[config.mk]
export PLATFORM = sky130hd
export DESIGN_NAME = pulse_width_button_frame_decoder_unit
export DESIGN_NICKNAME = d
export VERILOG_FILES = /design/src/hdl/pwbf_pkg.sv /design/src/hdl/pwbf_cfg.sv /design/src/hdl/pwbf_core.sv /design/src/hdl/pwbf_out.sv /design/src/hdl/pulse_width_button_frame_decoder_unit.sv
export SDC_FILE = /design/constraint.sdc
export NUM_CORES = 1
export LEC_CHECK = 0
export ABC_AREA = 1
export BUFFER_PORTS_ARGS = -buffer_cell sky130_fd_sc_hd__buf_2
export CAP_MARGIN = 10
export CORE_MARGIN = 4
export CORE_UTILIZATION = 40
export DETAILED_ROUTE_END_ITERATION = 8
export PLACE_DENSITY = 0.61
export SLEW_MARGIN = 20
export SYNTH_ARGS = -nofsm -noshare
export SYNTH_HDL_FRONTEND = slang
export SYNTH_SLANG_ARGS = --single-unit
[constraint.sdc]
create_clock -name clk -period 12.2 [get_ports clk]
set_input_delay 1.22 -clock clk [delete_from_list [all_inputs] [get_ports clk]]
set_output_delay 1.22 -clock clk [all_outputs]
set_load 0.02 [all_outputs]
[src/hdl/pwbf_pkg.sv]
// Package for the pulse width button frame decoder.
// Holds widths, register indexes, button masks and the shared structs.
// No dependencies.
package pwbf_pkg;

    localparam int TIME_BITS      = 32;
    localparam int BITS_PER_FRAME = 8;
    localparam int COUNT_BITS     = $clog2(BITS_PER_FRAME);
    localparam int BUTTON_COUNT   = 4;
    localparam int CFG_INDEX_BITS = 3;
    localparam int CFG_DATA_BITS  = 32;

    typedef enum logic [CFG_INDEX_BITS-1:0] {
        REG_FRAME_GAP   = 3'd0,
        REG_HIGH_THRESH = 3'd1,
        REG_IDLE        = 3'd2,
        REG_ON_MODE     = 3'd3,
        REG_IO_MODE     = 3'd4,
        REG_PLUS_MODE   = 3'd5,
        REG_MINUS_MODE  = 3'd6
    } cfg_reg_t;

    // Button order: 0 on, 1 io, 2 plus, 3 minus.
    localparam logic [BITS_PER_FRAME-1:0] BUTTON_MASK [BUTTON_COUNT] = '{
        8'h48, 8'h12, 8'h24, 8'h01
    };

    localparam logic [31:0] FRAME_GAP_RESET   = 32'd10000;
    localparam logic [31:0] HIGH_THRESH_RESET = 32'd1000;
    localparam logic [7:0]  IDLE_RESET        = 8'hFF;

    typedef struct packed {
        logic [31:0]             frame_gap_ticks;
        logic [31:0]             high_threshold_ticks;
        logic [7:0]              idle_pattern;
        logic [BUTTON_COUNT-1:0] toggle_mode;
    } cfg_t;

    typedef struct packed {
        logic [BITS_PER_FRAME-1:0] frame_byte;
        logic [BUTTON_COUNT-1:0]   buttons;
    } result_t;

endpackage

[src/hdl/pwbf_cfg.sv]
// Configuration register file for the frame decoder.
// Depends on pwbf_pkg.
module pwbf_cfg
    import pwbf_pkg::*;
(
    input  logic                      clk,
    input  logic                      rst_n,
    input  logic                      cfg_valid,
    output logic                      cfg_ready,
    input  logic [CFG_INDEX_BITS-1:0] cfg_index,
    input  logic [CFG_DATA_BITS-1:0]  cfg_data,
    output cfg_t                      cfg
);

    cfg_t cfg_reg;
    cfg_t cfg_next;

    assign cfg_ready = 1'b1;
    assign cfg       = cfg_reg;

    always_comb
    begin
        cfg_next = cfg_reg;
        if (cfg_valid)
        begin
            case (cfg_index)
                REG_FRAME_GAP:   cfg_next.frame_gap_ticks      = cfg_data[31:0];
                REG_HIGH_THRESH: cfg_next.high_threshold_ticks = cfg_data[31:0];
                REG_IDLE:        cfg_next.idle_pattern         = cfg_data[7:0];
                REG_ON_MODE:     cfg_next.toggle_mode[0]       = cfg_data[0];
                REG_IO_MODE:     cfg_next.toggle_mode[1]       = cfg_data[0];
                REG_PLUS_MODE:   cfg_next.toggle_mode[2]       = cfg_data[0];
                REG_MINUS_MODE:  cfg_next.toggle_mode[3]       = cfg_data[0];
                default:         cfg_next = cfg_reg;
            endcase
        end
    end

    always_ff @(posedge clk or negedge rst_n)
    begin
        if (!rst_n)
        begin
            cfg_reg.frame_gap_ticks      <= FRAME_GAP_RESET;
            cfg_reg.high_threshold_ticks <= HIGH_THRESH_RESET;
            cfg_reg.idle_pattern         <= IDLE_RESET;
            cfg_reg.toggle_mode          <= '0;
        end
        else
        begin
            cfg_reg <= cfg_next;
        end
    end

endmodule

[src/hdl/pwbf_core.sv]
// Edge input register, decoder state and one-pass bit/byte/button decode.
// Depends on pwbf_pkg.
module pwbf_core
    import pwbf_pkg::*;
(
    input  logic                 clk,
    input  logic                 rst_n,
    input  cfg_t                 cfg,
    input  logic                 in_valid,
    output logic                 in_stall,
    input  logic [TIME_BITS-1:0] edge_time,
    input  logic                 pin_level,
    input  logic                 out_free,
    output logic                 result_valid,
    output result_t              result
);

    logic                      in_valid_reg;
    logic [TIME_BITS-1:0]      edge_time_reg;
    logic                      pin_level_reg;

    logic [TIME_BITS-1:0]      prev_edge_reg;
    logic [TIME_BITS-1:0]      last_rise_reg;
    logic [COUNT_BITS-1:0]     bit_count_reg, bit_count_next;
    logic [BITS_PER_FRAME-1:0] shift_reg, shift_next;
    logic [BUTTON_COUNT-1:0]   prev_hits_reg, prev_hits_next;
    logic [BUTTON_COUNT-1:0]   toggle_reg, toggle_next;

    logic [TIME_BITS-1:0]      gap;
    logic [TIME_BITS-1:0]      high_time;
    logic                      gap_clear;
    logic                      bit_val;
    logic [COUNT_BITS-1:0]     base_count;
    logic [BITS_PER_FRAME-1:0] base_shift;
    logic [BITS_PER_FRAME-1:0] shifted;
    logic [BITS_PER_FRAME-1:0] delta;
    logic [BUTTON_COUNT-1:0]   hits;
    logic [BUTTON_COUNT-1:0]   buttons;
    logic                      last_bit;
    logic                      process;
    logic                      in_load;

    assign gap        = edge_time_reg - prev_edge_reg;
    assign high_time  = edge_time_reg - last_rise_reg;
    assign gap_clear  = gap > TIME_BITS'(cfg.frame_gap_ticks);
    assign bit_val    = high_time > TIME_BITS'(cfg.high_threshold_ticks);
    assign base_count = gap_clear ? '0 : bit_count_reg;
    assign base_shift = gap_clear ? '0 : shift_reg;
    assign shifted    = {base_shift[BITS_PER_FRAME-2:0], bit_val};
    assign last_bit   = !pin_level_reg && (base_count == COUNT_BITS'(BITS_PER_FRAME - 1));
    assign delta      = shifted ^ cfg.idle_pattern;

    assign process  = in_valid_reg && (!last_bit || out_free);
    assign in_stall = in_valid_reg && !process;
    assign in_load  = in_valid && !in_stall;

    always_comb
    begin
        for (int i = 0; i < BUTTON_COUNT; i++)
        begin
            hits[i] = (delta & BUTTON_MASK[i]) == BUTTON_MASK[i];
        end
    end

    always_comb
    begin
        toggle_next = toggle_reg;
        for (int i = 0; i < BUTTON_COUNT; i++)
        begin
            if (cfg.toggle_mode[i])
            begin
                if (hits[i] && !prev_hits_reg[i])
                begin
                    toggle_next[i] = !toggle_reg[i];
                end
                buttons[i] = toggle_next[i];
            end
            else
            begin
                buttons[i] = hits[i];
            end
        end
    end

    always_comb
    begin
        bit_count_next = base_count;
        shift_next     = base_shift;
        prev_hits_next = prev_hits_reg;
        if (!pin_level_reg)
        begin
            if (last_bit)
            begin
                bit_count_next = '0;
                shift_next     = '0;
                prev_hits_next = hits;
            end
            else
            begin
                bit_count_next = base_count + 1'b1;
                shift_next     = shifted;
            end
        end
    end

    assign result_valid      = process && last_bit;
    assign result.frame_byte = shifted;
    assign result.buttons    = buttons;

    always_ff @(posedge clk or negedge rst_n)
    begin
        if (!rst_n)
        begin
            in_valid_reg <= 1'b0;
        end
        else if (in_load)
        begin
            in_valid_reg <= 1'b1;
        end
        else if (process)
        begin
            in_valid_reg <= 1'b0;
        end
    end

    always_ff @(posedge clk)
    begin
        if (in_load)
        begin
            edge_time_reg <= edge_time;
            pin_level_reg <= pin_level;
        end
    end

    always_ff @(posedge clk or negedge rst_n)
    begin
        if (!rst_n)
        begin
            prev_edge_reg <= '0;
            last_rise_reg <= '0;
            bit_count_reg <= '0;
            shift_reg     <= '0;
            prev_hits_reg <= '0;
            toggle_reg    <= '0;
        end
        else if (process)
        begin
            prev_edge_reg <= edge_time_reg;
            if (pin_level_reg)
            begin
                last_rise_reg <= edge_time_reg;
            end
            bit_count_reg <= bit_count_next;
            shift_reg     <= shift_next;
            prev_hits_reg <= prev_hits_next;
            if (last_bit)
            begin
                toggle_reg <= toggle_next;
            end
        end
    end

    a_stall_needs_item: assert property (@(posedge clk) disable iff (!rst_n)
        !in_valid_reg |-> !in_stall)
        else $error("input stalled with empty input register");

    a_result_on_fall: assert property (@(posedge clk) disable iff (!rst_n)
        result_valid |-> (!pin_level_reg && out_free))
        else $error("result without falling edge or free output");

    a_byte_restarts: assert property (@(posedge clk) disable iff (!rst_n)
        result_valid |=> (bit_count_reg == '0 && shift_reg == '0))
        else $error("bit counter not cleared after completed byte");

endmodule

[src/hdl/pwbf_out.sv]
// Result register between the decode logic and the result channel.
// Depends on pwbf_pkg.
module pwbf_out
    import pwbf_pkg::*;
(
    input  logic    clk,
    input  logic    rst_n,
    input  logic    load,
    input  result_t result,
    output logic    out_free,
    output logic    out_valid,
    input  logic    out_stall,
    output result_t out_result
);

    logic    out_valid_reg;
    result_t result_reg;

    assign out_free   = !out_valid_reg || !out_stall;
    assign out_valid  = out_valid_reg;
    assign out_result = result_reg;

    always_ff @(posedge clk or negedge rst_n)
    begin
        if (!rst_n)
        begin
            out_valid_reg <= 1'b0;
        end
        else if (load)
        begin
            out_valid_reg <= 1'b1;
        end
        else if (!out_stall)
        begin
            out_valid_reg <= 1'b0;
        end
    end

    always_ff @(posedge clk)
    begin
        if (load)
        begin
            result_reg <= result;
        end
    end

    a_no_overwrite: assert property (@(posedge clk) disable iff (!rst_n)
        (load && out_valid_reg) |-> !out_stall)
        else $error("pending result overwritten");

endmodule

[src/hdl/pulse_width_button_frame_decoder_unit.sv]
// Top level of the pulse width button frame decoder.
// Depends on pwbf_pkg, pwbf_cfg, pwbf_core and pwbf_out.
//
// Each input beat is one pin edge (timestamp, level after the edge). One beat is
// taken per clock unless the input stalls; an edge sits in the input register,
// where the gap test, bit decode and button logic run in a single pass, and a
// completed byte is loaded into the result register. An edge that completes no
// byte never waits on the result side; an edge that completes a byte waits only
// while the result register holds a result that is stalled. Configuration writes
// are always ready and take effect on the next cycle; no reset sweep is needed.
module pulse_width_button_frame_decoder_unit
    import pwbf_pkg::*;
(
    input  logic                      clk,
    input  logic                      rst_n,
    input  logic                      cfg_valid,
    output logic                      cfg_ready,
    input  logic [CFG_INDEX_BITS-1:0] cfg_index,
    input  logic [CFG_DATA_BITS-1:0]  cfg_data,
    input  logic                      in_valid,
    output logic                      in_stall,
    input  logic [TIME_BITS-1:0]      edge_time,
    input  logic                      pin_level,
    output logic                      out_valid,
    input  logic                      out_stall,
    output logic [BITS_PER_FRAME-1:0] frame_byte,
    output logic                      on_button,
    output logic                      io_button,
    output logic                      plus_button,
    output logic                      minus_button
);

    cfg_t    cfg;
    result_t result;
    result_t out_result;
    logic    result_valid;
    logic    out_free;

    pwbf_cfg u_cfg (
        .clk       (clk),
        .rst_n     (rst_n),
        .cfg_valid (cfg_valid),
        .cfg_ready (cfg_ready),
        .cfg_index (cfg_index),
        .cfg_data  (cfg_data),
        .cfg       (cfg)
    );

    pwbf_core u_core (
        .clk          (clk),
        .rst_n        (rst_n),
        .cfg          (cfg),
        .in_valid     (in_valid),
        .in_stall     (in_stall),
        .edge_time    (edge_time),
        .pin_level    (pin_level),
        .out_free     (out_free),
        .result_valid (result_valid),
        .result       (result)
    );

    pwbf_out u_out (
        .clk        (clk),
        .rst_n      (rst_n),
        .load       (result_valid),
        .result     (result),
        .out_free   (out_free),
        .out_valid  (out_valid),
        .out_stall  (out_stall),
        .out_result (out_result)
    );

    assign frame_byte   = out_result.frame_byte;
    assign on_button    = out_result.buttons[0];
    assign io_button    = out_result.buttons[1];
    assign plus_button  = out_result.buttons[2];
    assign minus_button = out_result.buttons[3];

endmodule

==> reports/metrics.yaml, run 1 <==
finish:
  drive_gt1_frac: 0.1110
  instances_no_fill: 2096
  final_nets: 1879
  syn_to_final_growth_pct: 12.42
  diodes: 0
  largest_reg_flops: 75
  fillCellCount: 3096
synthesis:
  synth_seq_cells: 204
  yosysMostFrequentCell: "nand2_1"
  synth_cell_types: 54
  synth.area.top_cells: "dfrtp_1, ha_1, edfxtp_1, nand2_1, inv_1"
  synthTopCellsByCount: "nand2_1, inv_1, o21ai_0"
  yosys.area.top_type: "dfrtp_1"
  yosysTopAreaCellShare: 0.2739
  synth_edf_count: 45
  async_flop_share: 0.7794
  syn_avg_cell_area_um2: 8.103
  synthFlopType: "dfrtp_1"
  netlist_instances: 1590
  yosysWarnings: 0
  syn_nets: 1793
  synth_area_um2: 12880
  seq_area_frac_synth: 0.4155
critical_path:
  crit_slowest_cell: "fa_1"
  cpPeakStageDelay_ps: 390
  r2r_cells: 36
  cp_max_fo: 14
  start_kind: "flip-flop"
  r2r-start: "u_core.edge_time_reg[0]"
  cpMostUsedCell: "nand2_1"
  reg2reg_to: "u_core.prev_hits_reg[0]"
  worstSetupPathType: "reg -> out"
  arrival_ps: 5150
  cp-end-kind: "output pin"
  ff2ff_setup_slack_ps: 5860
  worstPathRequired_ps: 10980
place:
  post-place-ws_ps: 5665
  gp_congestion: 0.9056
  place_inst: 2052
  portBuffers: 86
  dp_hpwl_um: 25740
clocking:
  clkSlewWorstSetupHoldPaths_ps: 60
  post_cts_buffers: 0
  h-tree-depth: 1
  cts_tree: "yes"
  cts_resized: 0
  clock-sinks: 204
  insertion_delay_ps: 520
  clockBufferDepth: 3
  holdBufCountCts: 0
  cts_inserted_buffers: 24
  root_buffer: "clkbuf_16"
drt:
  final_antenna_net_count: 0
  route.detailed.drc: 0
  firstDrtPassIters: 7
  wl_per_cell_um: 15.53
  via_count: 10541
  post_drt_via_cell_ratio: 5.029
  drt-total-wl_um: 32550
  dr.first_iter.drc_count: 544
floorplanning:
  rows: 65
  initial_core_util: 0.4072
  dieArea_um2: 35150
  die_w_um: 187.5
  core-area_um2: 31640
  io_pins: 88
  die_h_um: 187.5
min_path:
  min_path_cells: 2
  holdCritPathClass: "reg -> reg"
  min_delay_worst_endpoint: "u_cfg.cfg[34]"
  min_from: "u_cfg.cfg[34]"
timing:
  clock_skew_ps: 10.77
  worst_pin_slew_ps: 932.5
  period_share: 0.5219
  maxSlewViolCount: 0
  slew_headroom: 0.3783
  final.setup.worst_slack_ps: 5833
  final-hold-violation-count: 0
  rsz0062_at_grt: "false"
  period_needed_ps: 6367
  setup_tns_ps: 0
  fmax_mhz: 157.1
  setup_violations: 0
grt:
  antenna_found_initial: 0
  track_usage: 0.1843
  grt_max_degree: 89
  grt_pass1_vias: 10377
  grt_pass1_wl_um: 53350
  overflow: 0
power_and_ir_drop:
  power_density_nw_per_um2: 171.7
  leakagePower_nw: 7.284
  irDropWorstVdd_mv: 0.1213
  finalPower_w: 0.002487
job:
  max_cap_violations: 0
status:
  outcome: "finished clean"
==> area by class of cell <==
type                       count  area, um^2  area share
multi-input combinational   1055        6295      0.4346
sequential                   204        5353      0.3696
inverter                     302        1134     0.07827
clock buffer                  31       656.9     0.04535
tap                          402       503.0     0.03473
timing repair buffer          89       459.2     0.03170
clock inverter                13       83.83    0.005788
==> worst max path at each step <==
stage / slack, ps / start / cells after the start / endpoint
finish: 5830 / u_core.edge_time_reg[0] / 31 / in_stall
detailed placement: 5670 / u_core.edge_time_reg[0] / 34 / u_core.last_rise_reg[18]
floorplan: 6930 / u_core.edge_time_reg[0] / 31 / in_stall
global placement: 5930 / u_core.edge_time_reg[4] / 29 / u_core.last_rise_reg[26]
global route: 5010 / u_core.edge_time_reg[0] / 36 / u_core.prev_hits_reg[0]
CTS: 5630 / u_core.edge_time_reg[0] / 34 / u_core.last_rise_reg[18]
==> routing by layer <==
metal | track usage | vias to the layer above | share of wire
li1 | - | 5358 | -
met1 | 0.2515 | 4908 | 0.46
met2 | 0.3093 | 225 | 0.47
met3 | 0.02557 | 50 | 0.044
met4 | 0.05082 | 0 | 0.028
met5 | 0 | - | 0
==> critical path: cells and delay by family, from the launching register on <==
kind / cells / cell delay [ps]
AO/OA/AOI/OAI: 6 / 1000
XOR/XNOR: 1 / 150
adder cells (fa/ha/maj): 5 / 1160
buffers and inverters: 6 / 560
flip-flops: 1 / 370
AND/OR/NAND/NOR: 13 / 1370
==> through the flow <==
stage / area, um^2 / hold slack, ps / utilization
2_1_floorplan: 12880 / 453.0 / -
6_report: 14480 / 484.7 / 0.4578
3_3_place_gp: 13730 / 466.6 / 0.4339
5_1_grt: 14480 / 501.6 / 0.4578
3_5_place_dp: 13730 / 473.5 / 0.4339
4_1_cts: 14470 / 487.8 / 0.4573
==> cell families (layout without fill, tap and decap cells) <==
kind of cell	count (synthesis)	after routing	share of synthesized area
buf+inv	331	435	0.09789
flops	204	204	0.4155
compound gates	357	357	0.1537
other cells	1	1	0.0002911
xor+xnor	61	61	0.04147
fa+ha+maj	130	130	0.1274
simple gates	506	506	0.1637
==> cell usage in the layout (no fill, tap or decap), types with 30 or more instances in the layout <==
cell type    n
inv_1      296
edfxtp_1    45
dfrtp_1    141
buf_2       85
xor2_1      43
a21oi_1    107
nand2_1    333
o21ai_0    179
ha_1       128
nand3_1     30
nor2_1      77
==> power breakdown <==
group	internal [W]	switching [W]	total, W
combinational	0.000350	0.000600	0.000951
clock	0.000382	0.000288	0.000670
sequential	0.000807	0.0000594	0.000866
total	0.00154	0.000948	0.00249
(Power assumes the default switching activity.)
==> run 2: changes to the inputs <==
Clock period 12.2 ns to 6.1 ns, I/O delays scaled along.
==> reports/metrics.yaml, run 2 (synthesized netlist as in run 1, its figures left out) <==
status:
  outcome: "finished clean"
timing:
  period_needed_ps: 5603
  setup_tns_ps: 0
  whs_ps: 138.9
  rsz0062_at_grt: "false"
  period_share: 0.9185
  fmax_mhz: 178.5
  clock_skew_ps: 21.13
  final-hold-violation-count: 0
  worst_pin_slew_ps: 952.1
  setup_violations: 0
  slew_headroom: 0.3653
  maxSlewViolCount: 0
clocking:
  insertion_delay_ps: 540
  h-tree-depth: 1
  clock-sinks: 204
  holdBufCountCts: 0
  root_buffer: "clkbuf_16"
  clkSlewWorstSetupHoldPaths_ps: 60
  cts_tree: "yes"
  cts_inserted_buffers: 24
  clockBufferDepth: 3
floorplanning:
  initial_core_util: 0.4072
  io_pins: 88
  die_h_um: 187.5
  dieArea_um2: 35150
  rows: 65
  core-area_um2: 31640
  die_w_um: 187.5
critical_path:
  r2r_cells: 34
  reg2reg_to: "u_core.last_rise_reg[24]"
  start_kind: "flip-flop"
  cpMostUsedCell: "nand2_1"
  cp-end-kind: "output pin"
  worstSetupPathType: "reg -> out"
  ff2ff_setup_slack_ps: 760
  cp_num_buf_inv: 6
  path_delay_family: "simple AND/OR/NAND/NOR gates"
  cp_max_fo: 6
  arrival_ps: 4990
  cpPeakStageDelay_ps: 390
  worstPathRequired_ps: 5490
  crit_slowest_cell: "fa_1"
  r2r-start: "u_core.edge_time_reg[0]"
finish:
  final_nets: 1885
  final_common_cell: "nand2_1"
  syn_to_final_growth_pct: 12.87
  diodes: 0
  drive_gt1_frac: 0.1124
  largest_reg_flops: 75
  layout_common_cells: "nand2_1, inv_1, o21ai_0"
  fillCellCount: 3126
  fin_util: 0.4596
job:
  max_cap_violations: 0
place:
  dp_hpwl_um: 25830
  portBuffers: 86
  gp_congestion: 0.9247
grt:
  overflow: 0
  grt_pass1_vias: 10274
  antenna_found_initial: 0
  grt_pass1_wl_um: 53320
  track_usage: 0.1851
  grt_max_degree: 88
drt:
  firstDrtPassIters: 5
  post_drt_via_cell_ratio: 5.023
  route.detailed.drc: 0
  drt-total-wl_um: 33070
  final_antenna_net_count: 0
  wl_per_cell_um: 15.73
  via_count: 10558
  dr.first_iter.drc_count: 607
power_and_ir_drop:
  irDropWorstVdd_mv: 0.2153
  switching_share: 0.3780
  clockPowerShare: 0.271
  leakagePower_nw: 7.314
  p_int_w: 0.003138
  power_density_nw_per_um2: 347.0
  combinationalPowerShare: 0.386
  power.switching_w: 0.001908
  seq_power_share: 0.343
min_path:
  holdCritPathClass: "in -> async"
## run 2: power groups by stage
stage / clock [W] / sequential [W] / combinational (W)
floorplan: 0 / 0.00172 / 0.00140
global placement: 0 / 0.00175 / 0.00187
detailed placement: 0 / 0.00176 / 0.00191
CTS: 0.00141 / 0.00173 / 0.00193
global route: 0.00146 / 0.00176 / 0.00224
finish: 0.00137 / 0.00173 / 0.00195
## run 2: routing by layer
metal	track usage	part of all wire
met1	0.2495	0.46
met2	0.3124	0.48
met3	0.02856	0.041
met4	0.05025	0.027
met5	0	0
## run 2: worst max-delay path by stage
stage	startpoint	end	slack, ps	cells after the start
5_1_grt	u_core.edge_time_reg[0]	in_stall	60	28
3_3_place_gp	u_core.edge_time_reg[0]	u_core.last_rise_reg[27]	740	34
3_5_place_dp	u_core.edge_time_reg[0]	u_core.last_rise_reg[24]	580	34
2_1_floorplan	u_core.edge_time_reg[0]	u_core.edge_time_reg[0]	1300	30
6_report	u_core.edge_time_reg[0]	in_stall	500	31
4_1_cts	u_core.edge_time_reg[0]	in_stall	240	31
## run 2: timing repair
action	CTS	global route
buffers inserted	0	4
endpoints found under the setup margin	0	6
resized for setup	0	2
## run 2: area by class of cell
class                           count  area (um^2)  share of cell area
Inverter                          302         1134             0.07796
Multi-Input combinational cell   1055         6302              0.4334
Sequential cell                   204         5353              0.3681
Clock buffer                       40        710.7             0.04887
Timing Repair Buffer               95        504.2             0.03468
Clock inverter                      4        35.03            0.002409
Tap cell                          402        503.0             0.03459
## run 2: metrics by stage
| stage | worst slack (ps) | std cells | cell area, um^2 | total power [W] |
|---|---|---|---|---|
| detailed placement | 580.8 | 2054 | 13740 | 0.003667 |
| finish | 496.9 | 2102 | 14540 | 0.005046 |
| global placement | 736.9 | 2054 | 13740 | 0.003615 |
| CTS | 242.4 | 2098 | 14490 | 0.005067 |
| global route | 64.11 | 2102 | 14540 | 0.005458 |
| floorplan | 1303 | 1590 | 12880 | 0.003121 |
